**src/design/pap_pkg.sv**
```systemverilog
// Shared constants and the sequencer state type for the polygon area and perimeter block.
`default_nettype none

package pap_pkg;

	localparam int COORD_BITS_DEF = 16;
	localparam int FRAC_BITS_DEF  = 8;
	localparam int AREA_BITS      = 42;
	localparam int LEN_BITS       = 35;
	localparam int OUT_DATA_W     = ((AREA_BITS + LEN_BITS + 7) / 8) * 8;

	typedef enum logic [3:0] {
		ST_IDLE,
		ST_MUL_A,
		ST_MUL_B,
		ST_CROSS,
		ST_MUL_DX,
		ST_MUL_DY,
		ST_ROOT_GO,
		ST_ROOT_WAIT,
		ST_LEN,
		ST_NEXT,
		ST_EMIT
	} pap_state_t;

endpackage

`default_nettype wire

```
**src/design/pap_isqrt.sv**
```systemverilog
// Iterative bitwise integer square root with fraction bits, one root bit per cycle.
`default_nettype none

module pap_isqrt #(
	parameter int PAIRS = pap_pkg::COORD_BITS_DEF + 1,
	parameter int FRAC  = pap_pkg::FRAC_BITS_DEF
) (
	input  logic                    clk,
	input  logic                    arst_n,
	input  logic                    start,
	input  logic [2*PAIRS-1:0]      radicand,
	output logic                    done,
	output logic [PAIRS+FRAC-1:0]   root
);

	localparam int ROOT_W = PAIRS + FRAC;
	localparam int CNT_W  = $clog2(ROOT_W + 1);

	logic [2*PAIRS-1:0] rad_q;
	logic [ROOT_W+1:0]  rem_q;
	logic [ROOT_W-1:0]  root_q;
	logic [CNT_W-1:0]   cnt_q;
	logic               busy_q;
	logic               done_q;

	logic [ROOT_W+3:0]  trial;
	logic [ROOT_W+3:0]  sub;
	logic               ge;
	logic [ROOT_W+3:0]  diff;

	assign trial = {rem_q, rad_q[2*PAIRS-1 -: 2]};
	assign sub   = {2'b00, root_q, 2'b01};
	assign ge    = trial >= sub;
	assign diff  = ge ? (trial - sub) : trial;

	always_ff @(posedge clk or negedge arst_n) begin
		if (!arst_n) begin
			busy_q <= 1'b0;
			done_q <= 1'b0;
			cnt_q  <= '0;
		end else begin
			done_q <= 1'b0;
			if (start) begin
				busy_q <= 1'b1;
				cnt_q  <= CNT_W'(ROOT_W);
			end else if (busy_q) begin
				cnt_q <= cnt_q - 1'b1;
				if (cnt_q == CNT_W'(1)) begin
					busy_q <= 1'b0;
					done_q <= 1'b1;
				end
			end
		end
	end

	always_ff @(posedge clk) begin
		if (start) begin
			rad_q  <= radicand;
			rem_q  <= '0;
			root_q <= '0;
		end else if (busy_q) begin
			rad_q  <= {rad_q[2*PAIRS-3:0], 2'b00};
			rem_q  <= diff[ROOT_W+1:0];
			root_q <= {root_q[ROOT_W-2:0], ge};
		end
	end

	assign done = done_q;
	assign root = root_q;

endmodule

`default_nettype wire

```
**src/design/polygon_area_perimeter.sv**
```systemverilog
// Top level: streaming shoelace area and perimeter of a polygon with one shared multiplier.
//
//   channel  dir  handshake            payload
//   cfg      in   cfg_valid/cfg_ready  cfg_data = closed_chain
//   s        in   s_tvalid/s_tready    s_tdata = x_coord, y_coord; s_tlast = last_point
//   m        out  m_tvalid/m_tready    m_tdata = area_doubled, perimeter_q8; m_tuser = saturated
//
// A first vertex that is not also the last is only stored. Every later vertex runs a
// segment whose length comes from the square root unit, which produces one root bit per
// cycle. A last vertex adds a closing segment, whose length is taken only while closed_chain is 1.
// Reset clears the polygon sums and sets closed_chain to 1.
// A finished polygon waits in the emit step while the previous result is still not taken.
`default_nettype none

module polygon_area_perimeter #(
	parameter int COORD_BITS = pap_pkg::COORD_BITS_DEF,
	parameter int FRAC_BITS  = pap_pkg::FRAC_BITS_DEF
) (
	input  logic                                clk,
	input  logic                                arst_n,
	input  logic                                cfg_valid,
	output logic                                cfg_ready,
	input  logic                                cfg_data,
	input  logic                                s_tvalid,
	output logic                                s_tready,
	input  logic [((2*COORD_BITS+7)/8)*8-1:0]   s_tdata,   // x_coord, y_coord
	input  logic                                s_tlast,   // last_point
	output logic                                m_tvalid,
	input  logic                                m_tready,
	output logic [pap_pkg::OUT_DATA_W-1:0]      m_tdata,   // area_doubled, perimeter_q8
	output logic                                m_tuser    // saturated
);

	localparam int AREA_BITS = pap_pkg::AREA_BITS;
	localparam int LEN_BITS  = pap_pkg::LEN_BITS;
	localparam int PAIRS     = COORD_BITS + 1;
	localparam int ROOT_W    = PAIRS + FRAC_BITS;
	localparam int PROD_W    = 2 * PAIRS;
	localparam int CROSS_W   = ((AREA_BITS + 1 > PROD_W) ? AREA_BITS + 1 : PROD_W) + 2;
	localparam int LSUM_W    = ((LEN_BITS > ROOT_W) ? LEN_BITS : ROOT_W) + 1;

	localparam logic signed [CROSS_W-1:0] CROSS_LIM =
		{{(CROSS_W-AREA_BITS){1'b0}}, {AREA_BITS{1'b1}}};
	localparam logic signed [CROSS_W-1:0] CROSS_NLIM = -CROSS_LIM;

	pap_pkg::pap_state_t state_q, state_d;

	logic                          closed_q;
	logic                          have_first_q;
	logic                          last_q;
	logic                          close_q;
	logic                          do_len_q;
	logic signed [COORD_BITS-1:0]  first_x_q, first_y_q, prev_x_q, prev_y_q;
	logic signed [COORD_BITS-1:0]  ax_q, ay_q, bx_q, by_q;
	logic signed [COORD_BITS:0]    dx_q, dy_q;
	logic signed [CROSS_W-1:0]     term_q;
	logic [PROD_W-1:0]             sq_q;
	logic signed [AREA_BITS:0]     cross_q;
	logic [LEN_BITS-1:0]           len_q;
	logic                          ovf_q;
	logic                          m_tvalid_q;
	logic [AREA_BITS-1:0]          area_q;
	logic [LEN_BITS-1:0]           perim_q;
	logic                          sat_q;

	logic signed [COORD_BITS-1:0]  in_x, in_y;
	logic                          accept;
	logic                          out_free;
	logic                          out_load;
	logic                          root_start;
	logic                          root_done;
	logic [ROOT_W-1:0]             root;
	logic signed [COORD_BITS:0]    mul_a, mul_b;
	logic signed [PROD_W-1:0]      mul_p;
	logic signed [CROSS_W-1:0]     cross_sum;
	logic signed [AREA_BITS:0]     cross_clamped;
	logic                          cross_ovf;
	logic [LSUM_W-1:0]             len_sum;
	logic [LEN_BITS-1:0]           len_clamped;
	logic                          len_ovf;
	logic signed [AREA_BITS:0]     cross_neg;
	logic [AREA_BITS-1:0]          area_mag;

	assign in_x     = s_tdata[COORD_BITS-1:0];
	assign in_y     = s_tdata[2*COORD_BITS-1:COORD_BITS];
	assign accept   = s_tvalid && s_tready;
	assign out_free = !m_tvalid_q || m_tready;

	always_comb begin
		s_tready   = (state_q == pap_pkg::ST_IDLE);
		root_start = (state_q == pap_pkg::ST_ROOT_GO);
		out_load   = (state_q == pap_pkg::ST_EMIT) && out_free;
	end

	always_comb begin
		state_d = state_q;
		unique case (state_q)
			pap_pkg::ST_IDLE: begin
				if (accept && (have_first_q || s_tlast)) state_d = pap_pkg::ST_MUL_A;
			end
			pap_pkg::ST_MUL_A:  state_d = pap_pkg::ST_MUL_B;
			pap_pkg::ST_MUL_B:  state_d = pap_pkg::ST_CROSS;
			pap_pkg::ST_CROSS:  state_d = do_len_q ? pap_pkg::ST_MUL_DX : pap_pkg::ST_NEXT;
			pap_pkg::ST_MUL_DX: state_d = pap_pkg::ST_MUL_DY;
			pap_pkg::ST_MUL_DY: state_d = pap_pkg::ST_ROOT_GO;
			pap_pkg::ST_ROOT_GO: state_d = pap_pkg::ST_ROOT_WAIT;
			pap_pkg::ST_ROOT_WAIT: begin
				if (root_done) state_d = pap_pkg::ST_LEN;
			end
			pap_pkg::ST_LEN:    state_d = pap_pkg::ST_NEXT;
			pap_pkg::ST_NEXT: begin
				if (close_q)     state_d = pap_pkg::ST_EMIT;
				else if (last_q) state_d = pap_pkg::ST_MUL_A;
				else             state_d = pap_pkg::ST_IDLE;
			end
			pap_pkg::ST_EMIT: begin
				if (out_free) state_d = pap_pkg::ST_IDLE;
			end
			default: state_d = pap_pkg::ST_IDLE;
		endcase
	end

	always_comb begin
		mul_a = '0;
		mul_b = '0;
		unique case (state_q)
			pap_pkg::ST_MUL_A: begin
				mul_a = {ax_q[COORD_BITS-1], ax_q};
				mul_b = {by_q[COORD_BITS-1], by_q};
			end
			pap_pkg::ST_MUL_B: begin
				mul_a = {bx_q[COORD_BITS-1], bx_q};
				mul_b = {ay_q[COORD_BITS-1], ay_q};
			end
			pap_pkg::ST_MUL_DX: begin
				mul_a = dx_q;
				mul_b = dx_q;
			end
			pap_pkg::ST_MUL_DY: begin
				mul_a = dy_q;
				mul_b = dy_q;
			end
			default: begin
				mul_a = '0;
				mul_b = '0;
			end
		endcase
	end

	assign mul_p = mul_a * mul_b;

	assign cross_sum = CROSS_W'(cross_q) + term_q;

	always_comb begin
		cross_ovf     = 1'b0;
		cross_clamped = cross_sum[AREA_BITS:0];
		if (cross_sum > CROSS_LIM) begin
			cross_clamped = CROSS_LIM[AREA_BITS:0];
			cross_ovf     = 1'b1;
		end else if (cross_sum < CROSS_NLIM) begin
			cross_clamped = CROSS_NLIM[AREA_BITS:0];
			cross_ovf     = 1'b1;
		end
	end

	assign len_sum = LSUM_W'(len_q) + LSUM_W'(root);

	always_comb begin
		len_ovf     = (len_sum[LSUM_W-1:LEN_BITS] != '0);
		len_clamped = len_ovf ? {LEN_BITS{1'b1}} : len_sum[LEN_BITS-1:0];
	end

	assign cross_neg = -cross_q;
	assign area_mag  = cross_q[AREA_BITS] ? cross_neg[AREA_BITS-1:0] : cross_q[AREA_BITS-1:0];

	pap_isqrt #(
		.PAIRS (PAIRS),
		.FRAC  (FRAC_BITS)
	) u_isqrt (
		.clk      (clk),
		.arst_n   (arst_n),
		.start    (root_start),
		.radicand (sq_q),
		.done     (root_done),
		.root     (root)
	);

	always_ff @(posedge clk or negedge arst_n) begin
		if (!arst_n) begin
			state_q      <= pap_pkg::ST_IDLE;
			closed_q     <= 1'b1;
			have_first_q <= 1'b0;
			cross_q      <= '0;
			len_q        <= '0;
			ovf_q        <= 1'b0;
			m_tvalid_q   <= 1'b0;
		end else begin
			state_q <= state_d;
			if (cfg_valid) closed_q <= cfg_data;
			if (accept) have_first_q <= 1'b1;
			if (state_q == pap_pkg::ST_CROSS) begin
				cross_q <= cross_clamped;
				if (cross_ovf) ovf_q <= 1'b1;
			end
			if (state_q == pap_pkg::ST_LEN) begin
				len_q <= len_clamped;
				if (len_ovf) ovf_q <= 1'b1;
			end
			if (out_load) begin
				cross_q      <= '0;
				len_q        <= '0;
				ovf_q        <= 1'b0;
				have_first_q <= 1'b0;
				m_tvalid_q   <= 1'b1;
			end else if (m_tready) begin
				m_tvalid_q <= 1'b0;
			end
		end
	end

	always_ff @(posedge clk) begin
		unique case (state_q)
			pap_pkg::ST_IDLE: begin
				if (accept) begin
					last_q   <= s_tlast;
					prev_x_q <= in_x;
					prev_y_q <= in_y;
					bx_q     <= in_x;
					by_q     <= in_y;
					if (!have_first_q) begin
						first_x_q <= in_x;
						first_y_q <= in_y;
						ax_q      <= in_x;
						ay_q      <= in_y;
						close_q   <= 1'b1;
						do_len_q  <= closed_q;
					end else begin
						ax_q     <= prev_x_q;
						ay_q     <= prev_y_q;
						close_q  <= 1'b0;
						do_len_q <= 1'b1;
					end
				end
			end
			pap_pkg::ST_MUL_A: begin
				term_q <= CROSS_W'(mul_p);
				dx_q   <= {bx_q[COORD_BITS-1], bx_q} - {ax_q[COORD_BITS-1], ax_q};
			end
			pap_pkg::ST_MUL_B: begin
				term_q <= term_q - CROSS_W'(mul_p);
				dy_q   <= {by_q[COORD_BITS-1], by_q} - {ay_q[COORD_BITS-1], ay_q};
			end
			pap_pkg::ST_MUL_DX: sq_q <= $unsigned(mul_p);
			pap_pkg::ST_MUL_DY: sq_q <= sq_q + $unsigned(mul_p);
			pap_pkg::ST_NEXT: begin
				if (!close_q && last_q) begin
					ax_q     <= bx_q;
					ay_q     <= by_q;
					bx_q     <= first_x_q;
					by_q     <= first_y_q;
					close_q  <= 1'b1;
					do_len_q <= closed_q;
				end
			end
			pap_pkg::ST_EMIT: begin
				if (out_free) begin
					area_q  <= area_mag;
					perim_q <= len_q;
					sat_q   <= ovf_q;
				end
			end
			default: begin
			end
		endcase
	end

	assign cfg_ready = 1'b1;
	assign m_tvalid  = m_tvalid_q;
	assign m_tdata   = {{(pap_pkg::OUT_DATA_W-AREA_BITS-LEN_BITS){1'b0}}, perim_q, area_q};
	assign m_tuser   = sat_q;

	// The root unit only finishes while the sequencer waits for it.
	assert property (@(posedge clk) disable iff (!arst_n)
		root_done |-> state_q == pap_pkg::ST_ROOT_WAIT)
		else $error("square root finished outside its wait step");

	// A loaded result is presented and the sequencer is free again.
	assert property (@(posedge clk) disable iff (!arst_n)
		out_load |=> m_tvalid && state_q == pap_pkg::ST_IDLE)
		else $error("result load did not present a transfer");

	// The clamped cross sum never reaches the one value whose magnitude does not fit.
	assert property (@(posedge clk) disable iff (!arst_n)
		cross_q != {1'b1, {AREA_BITS{1'b0}}})
		else $error("cross sum escaped its clamp");

	// A vertex after the first always starts a segment.
	assert property (@(posedge clk) disable iff (!arst_n)
		accept && have_first_q |=> state_q == pap_pkg::ST_MUL_A)
		else $error("segment not started after a vertex");

endmodule

`default_nettype wire

```
**config.mk**
```make
export PLATFORM = sky130hd
export DESIGN_NAME = polygon_area_perimeter
export DESIGN_NICKNAME = d
export VERILOG_FILES = /design/src/design/pap_pkg.sv /design/src/design/pap_isqrt.sv /design/src/design/polygon_area_perimeter.sv
export SDC_FILE = /design/constraint.sdc
export NUM_CORES = 2
export LEC_CHECK = 0
export BUFFER_PORTS_ARGS = -buffer_cell sky130_fd_sc_hd__buf_2
export CAP_MARGIN = 20
export CORE_MARGIN = 2
export CORE_UTILIZATION = 50
export DETAILED_ROUTE_END_ITERATION = 10
export HOLD_SLACK_MARGIN = 0.05
export PLACE_DENSITY = 0.66
export SETUP_SLACK_MARGIN = 0.02
export SYNTH_ARGS = -nofsm -noshare
export SYNTH_HDL_FRONTEND = slang
export SYNTH_SLANG_ARGS = --single-unit
```
**constraint.sdc**
```tcl
create_clock -name clk -period 13.3 [get_ports clk]
set_clock_uncertainty 0.2 [all_clocks]
set_input_delay 1.33 -clock clk [delete_from_list [all_inputs] [get_ports clk]]
set_output_delay 1.33 -clock clk [all_outputs]
set_load 0.005 [all_outputs]
```
* Yosys cells after proc, flatten, opt, wreduce, memory -nomap -nowiden
Index checks and enable logic that the tools add are counted.
** Storage, ports and cells
- Register bits :: 501
- Logic and storage cells :: 146
** Operators by class
- Reductions and logical operators :: 22
- Equal/unequal tests :: 16
- Multiply operators :: 1
- $lt $le $gt $ge :: 3
- Add/sub/neg operators :: 9
- Mux-type cells :: 63
- Bitwise logic cells :: 1
** Operators by type and width (number)
- $mux 43 :: 4
- $mux 16 :: 10
- $pmux 17 s4 :: 2
- $pmux 16 s2 :: 4
- $mux 35 :: 3
- $pmux 45 s2 :: 1
- $mux 34 :: 2
- $pmux 34 s2 :: 1
- $add 43x45->45 :: 1
- $gt 45x43->1 const B :: 1
- $lt 45x43->1 const B :: 1
- $sub 45x34->45 :: 1
- $pmux 4 s11 :: 1
- $mux 42 :: 1
- $neg 42->42 :: 1
- $add 35x25->36 :: 1
- $add 34x34->34 :: 1
- $mul 17x17->34 :: 1
- $sub 16x16->17 :: 2
- $ge 29x27->1 :: 1
- $mux 27 :: 1
- $sub 27x27->27 :: 1
- $mux 1 :: 24
- $mux 4 :: 5
- 18 further kinds :: 44

* Depth between registers and ports, before layout
- Word-level depth :: 9
- Mapped depth :: 46
- Depth with buffers taken out :: 43

* By module
From an unflattened synthesis, not the netlist that was laid out.
** Unflattened totals
- Cells, all modules :: 4288
- Area total of the unflattened synthesis :: 41860.1 µm²
** Modules (own cells, without submodules)
- polygon_area_perimeter :: cells an instance 3716, seq. area each 11822.6 µm², instances 1, area each 36283.5 µm²
- pap_isqrt :: cells an instance 572, seq. area each 2237.1 µm², instances 1, area each 5576.6 µm²

* Least setup slack after synthesis
Ideal clock, no wire load.
- Kind :: reg-to-reg
- Start point :: reg state_q[3]
- End point :: reg term_q[37], data pin
- Clock period less this slack :: 10.773 ns
- Data arrival time :: 10.311 ns
- Data required time :: 12.838 ns
- Setup slack :: 2.527 ns
- Stages on the path, launching flop included :: 40
- Path buffers :: 3
- Cell sequence :: dfrtp_1 clkbuf_1 nor3_1 clkbuf_1 clkbuf_1 a221oi_1 nor2_1 fa_1 inv_1 fa_1 fa_1 fa_1 inv_1 fa_1 inv_1 fa_1 inv_1 ha_1 [... 4 more ...] a21oi_1 o21bai_1 a21oi_1 xor2_1 ha_1 a21o_1 a21o_1 o31a_1 a221oi_2 o221ai_1 a211oi_2 a211oi_2 maj3_2 maj3_4 or3_4 o41ai_1 a211o_1 a21oi_1
** Between the ends
- Word-level cells in the longest chain between the ends :: 5
** RTL lines
- start, declared :: RTL line polygon_area_perimeter.sv:46 : pap_pkg::pap_state_t state_q, state_d;
- start signal, assigned :: RTL line polygon_area_perimeter.sv:190 : state_q <= pap_pkg::ST_IDLE;
- start signal, assigned :: RTL line polygon_area_perimeter.sv:198 : state_q <= state_d;
- $eq 4x3->1, or another cell as far along :: RTL line polygon_area_perimeter.sv:126 : unique case (state_q)
- $pmux 17 s4 :: RTL line polygon_area_perimeter.sv:126
- $mul 17x17->34 :: RTL line polygon_area_perimeter.sv:150 : assign mul_p = mul_a * mul_b;
- $sub 45x34->45 :: RTL line polygon_area_perimeter.sv:250 : term_q <= term_q - CROSS_W'(mul_p);
- $pmux 45 s2 (*) :: RTL line polygon_area_perimeter.sv:222 : unique case (state_q)
- end signal, assigned :: RTL line polygon_area_perimeter.sv:246 : term_q <= CROSS_W'(mul_p);
- end signal, assigned :: RTL line polygon_area_perimeter.sv:250
- end, declared :: RTL line polygon_area_perimeter.sv:56 : logic signed [CROSS_W-1:0] term_q;
Mark *: on every way between the ends. The rest lies on a longest branch, timed or not.
A chain may end at the register's enable or synchronous reset.

* Worst setup path in the final report
- Start point :: reg state_q[1]
- End point :: reg term_q[37], data pin
Same word-level chain as after synthesis.

==> results by group <==
Run status
  – Status: finished clean

Timing
  – F_max: 0.08427 GHz
  – TNS Setup: 0 ps
  – # setup viols final: 0
  – Slew Limit Fails: 0
  – Final hold vios: 0
  – Hold WS: about 250 ps
  – Final min period: about 12000 ps
  – Worst slew pin tran: 1031 ps
  – RSZ-0062 raised after global routing: false
  – Slew margin rel.: 0.3111
  – Period utilisation layout: 0.8922

Synthesis
  – Most area-consuming cells after synthesis: edfxtp_1, fa_1, ha_1
  – Synth Area per Inst: between 9 and 10 um2
  – Leading area contributor after synthesis: edfxtp_1
  – Cell Area, Synth: just over 40000 um2
  – Asr flop ratio synth: 0.1856
  – Seq cells post-synth: roughly 500
  – Most numerous cell in the Yosys netlist: inv_1
  – Gate Count Post-Synth: 4220
  – Synth top cells by count: inv_1, nand2_1, edfxtp_1
  – Number of distinct library cells after synthesis: 97
  – Area share of the largest cell type after synthesis: 0.2610
  – Post-synthesis sequential area ratio: 0.3433
  – Yosys warns: 0
  – EDFF count, synth: around 360
  – Top_reg_cell synth: edfxtp_1

Place
  – GP Congestion: roughly 0.94
  – Placed instance area: between 40000 and 50000 um2
  – DP Wirelength: 75.94 mm
  – I/O Buffers: approximately 120

Global routing
  – Total grt overflow: 0
  – Pin count of the biggest net entering global routing: 85
  – Global-route wire length before repair: about 160 mm
  – Initial antenna violation count: 0
  – Number of global-route vias before repair: 30571
  – GRT Total Usage: 0.2380

Clock network
  – CTS Root Cell: clkbuf_16
  – Clock sinks: roughly 500
  – Hold bufs inserted after CTS: 0
  – Post_cts resized: 0
  – Clock latency on the worst-skew pair: roughly 650 ps
  – Post-CTS Setup Bufs: 0
  – H-tree depth: 2
  – TritonCTS Buffers: 58
  – CTS tree: yes
  – Clock Pin Slew Worst Setup and Hold Paths: 70 ps
  – Worst-case clock buffer depth: 3

Final layout
  – Multi-input gate area: roughly 24000 um2
  – Post-route core utilization: 0.5534
  – Diode count: 0
  – Layout Area Growth over Synthesis: 9.170%
  – Layout cells sized above 1: 0.08630
  – FF+latch area: ~14000 um2
  – Nets: just under 5000
  – Final instance area: 44720 um2
  – Fillers: 7173

Setup path
  – Crit path top cell by count: fa_1
  – Worst Path Required: approximately 13000 ps
  – Slowest cell on crit path: dfrtp_1
  – Max incr delay on CP: between 500 and 600 ps
  – CP Max Fanout: 39
  – Endpoint class of the critical path: flop
  – Startpoint Class: flop
  – Worst Path Arrival: about 12000 ps
  – Class of the most critical setup path: flop to flop
  – R2R depth: 37

Floorplan
  – Core area: 80810 um2
  – Initial Util: 0.5069
  – Die area: 84220 um2
  – IO Pins: 123
  – Die height: between 200 and 300 um
  – Row cnt: around 100
  – Die width: roughly 290 um

Detailed routing
  – Via count: between 30000 and 40000
  – Drt via density: approximately 5.6
  – DRC viols: 0
  – WL final: between 90 and 100 mm
  – Drt pass-1 iters: 5
  – Wire per inst: between 15 and 20 um
  – Drt initial violations: about 2300
  – Routed Antenna Nets: 0

Min path
  – Worst hold path class: flop to flop
  – WHS Path Cells: 0

Run
  – Max Cap Violations: 0
## placed cells by master (no fill, tap or decap), types with 41 or more instances in the layout
cell and n:
nand3_1 82, nor3_1 52, nand2b_1 41, xnor2_1 161, buf_4 63, edfxtp_1 356
xor2_1 98, o21ai_0 214, dfxtp_1 52, nand2_1 491, a21oi_1 199, nor2_1 344
dfrtp_1 90, mux2i_1 71, a21o_1 110, inv_1 503, buf_2 117, fa_1 302
clkbuf_16 58, ha_1 274
## metal layers
layer / up-vias / GRT usage / part of all wire
met1: 14971 / 0.3311 / 0.45
met2: 704 / 0.3943 / 0.47
met3: 154 / 0.02967 / 0.048
met5: - / 0 / 0
met4: 0 / 0.06339 / 0.025
li1: 14753 / - / -
## kinds of logic after synthesis
logic type               count (synthesis)  synth area share
AO/OA/AOI/OAI                          901            0.1475
XOR/XNOR                               262           0.05657
adder cells (fa/ha/maj)                581            0.2326
buffers and inverters                  658           0.06195
flip-flops                             501            0.3433
multiplexers                           109           0.02780
other                                    2         0.0001834
AND/OR/NAND/NOR                       1206            0.1301
## worst max-delay path, delay by kind of cell (launching register included)
family	cells	cell delay, ps
AOI/OAI and AO/OA	13	2970
xor gates and xnor gates	1	380
adders and majority gates	10	4570
buffers and inverters	6	1410
DFF	1	570
and+or+nand+nor	7	1410
## area by class of cell
type,instances,area share
multi-input combinational,3063,0.5471
clock inverter,33,0.007583
clock buffer,74,0.03470
sequential,501,0.3145
tap,1060,0.02966
timing repair buffer,181,0.02398
inverter,505,0.04245
## worst paths after layout
check | start | end | slack, ps
hold / removal | ovf_q | m_tuser | 250
max in group asynchronous | arst_n | cross_q[40] | 11130
setup / recovery | state_q[1] | term_q[37] | 1430
hold reg to reg | ovf_q | m_tuser | 250
setup reg to reg | state_q[1] | term_q[37] | 1430
min in group asynchronous | arst_n | len_q[14] | 460
## sequential cells by signal (all words and copies together) (netlist names), 4 cells and up
name and count:
term_q 45, cross_q 43, area_q 42, len_q 35, perim_q 35, sq_q 34
u_isqrt.rad_q 34, u_isqrt.rem_q 27, u_isqrt.root 25, dx_q 17, dy_q 17, ax_q 16
ay_q 16, bx_q 16, by_q 16, first_x_q 16, first_y_q 16, prev_x_q 16
prev_y_q 16, u_isqrt.cnt_q 5, state_q 4
## per-stage QoR
step | setup WS (ps) | std cells
6_report | 1434 | 5417
2_1_floorplan | 2527 | 4222
3_3_place_gp | 1700 | 5309
4_1_cts | 1423 | 5416
3_5_place_dp | 1487 | 5309
5_1_grt | 608.1 | 5417
Power is left out: the tool's default activity adds up to more than one toggle a clock period on the data nets, which glitch-free logic cannot reach.
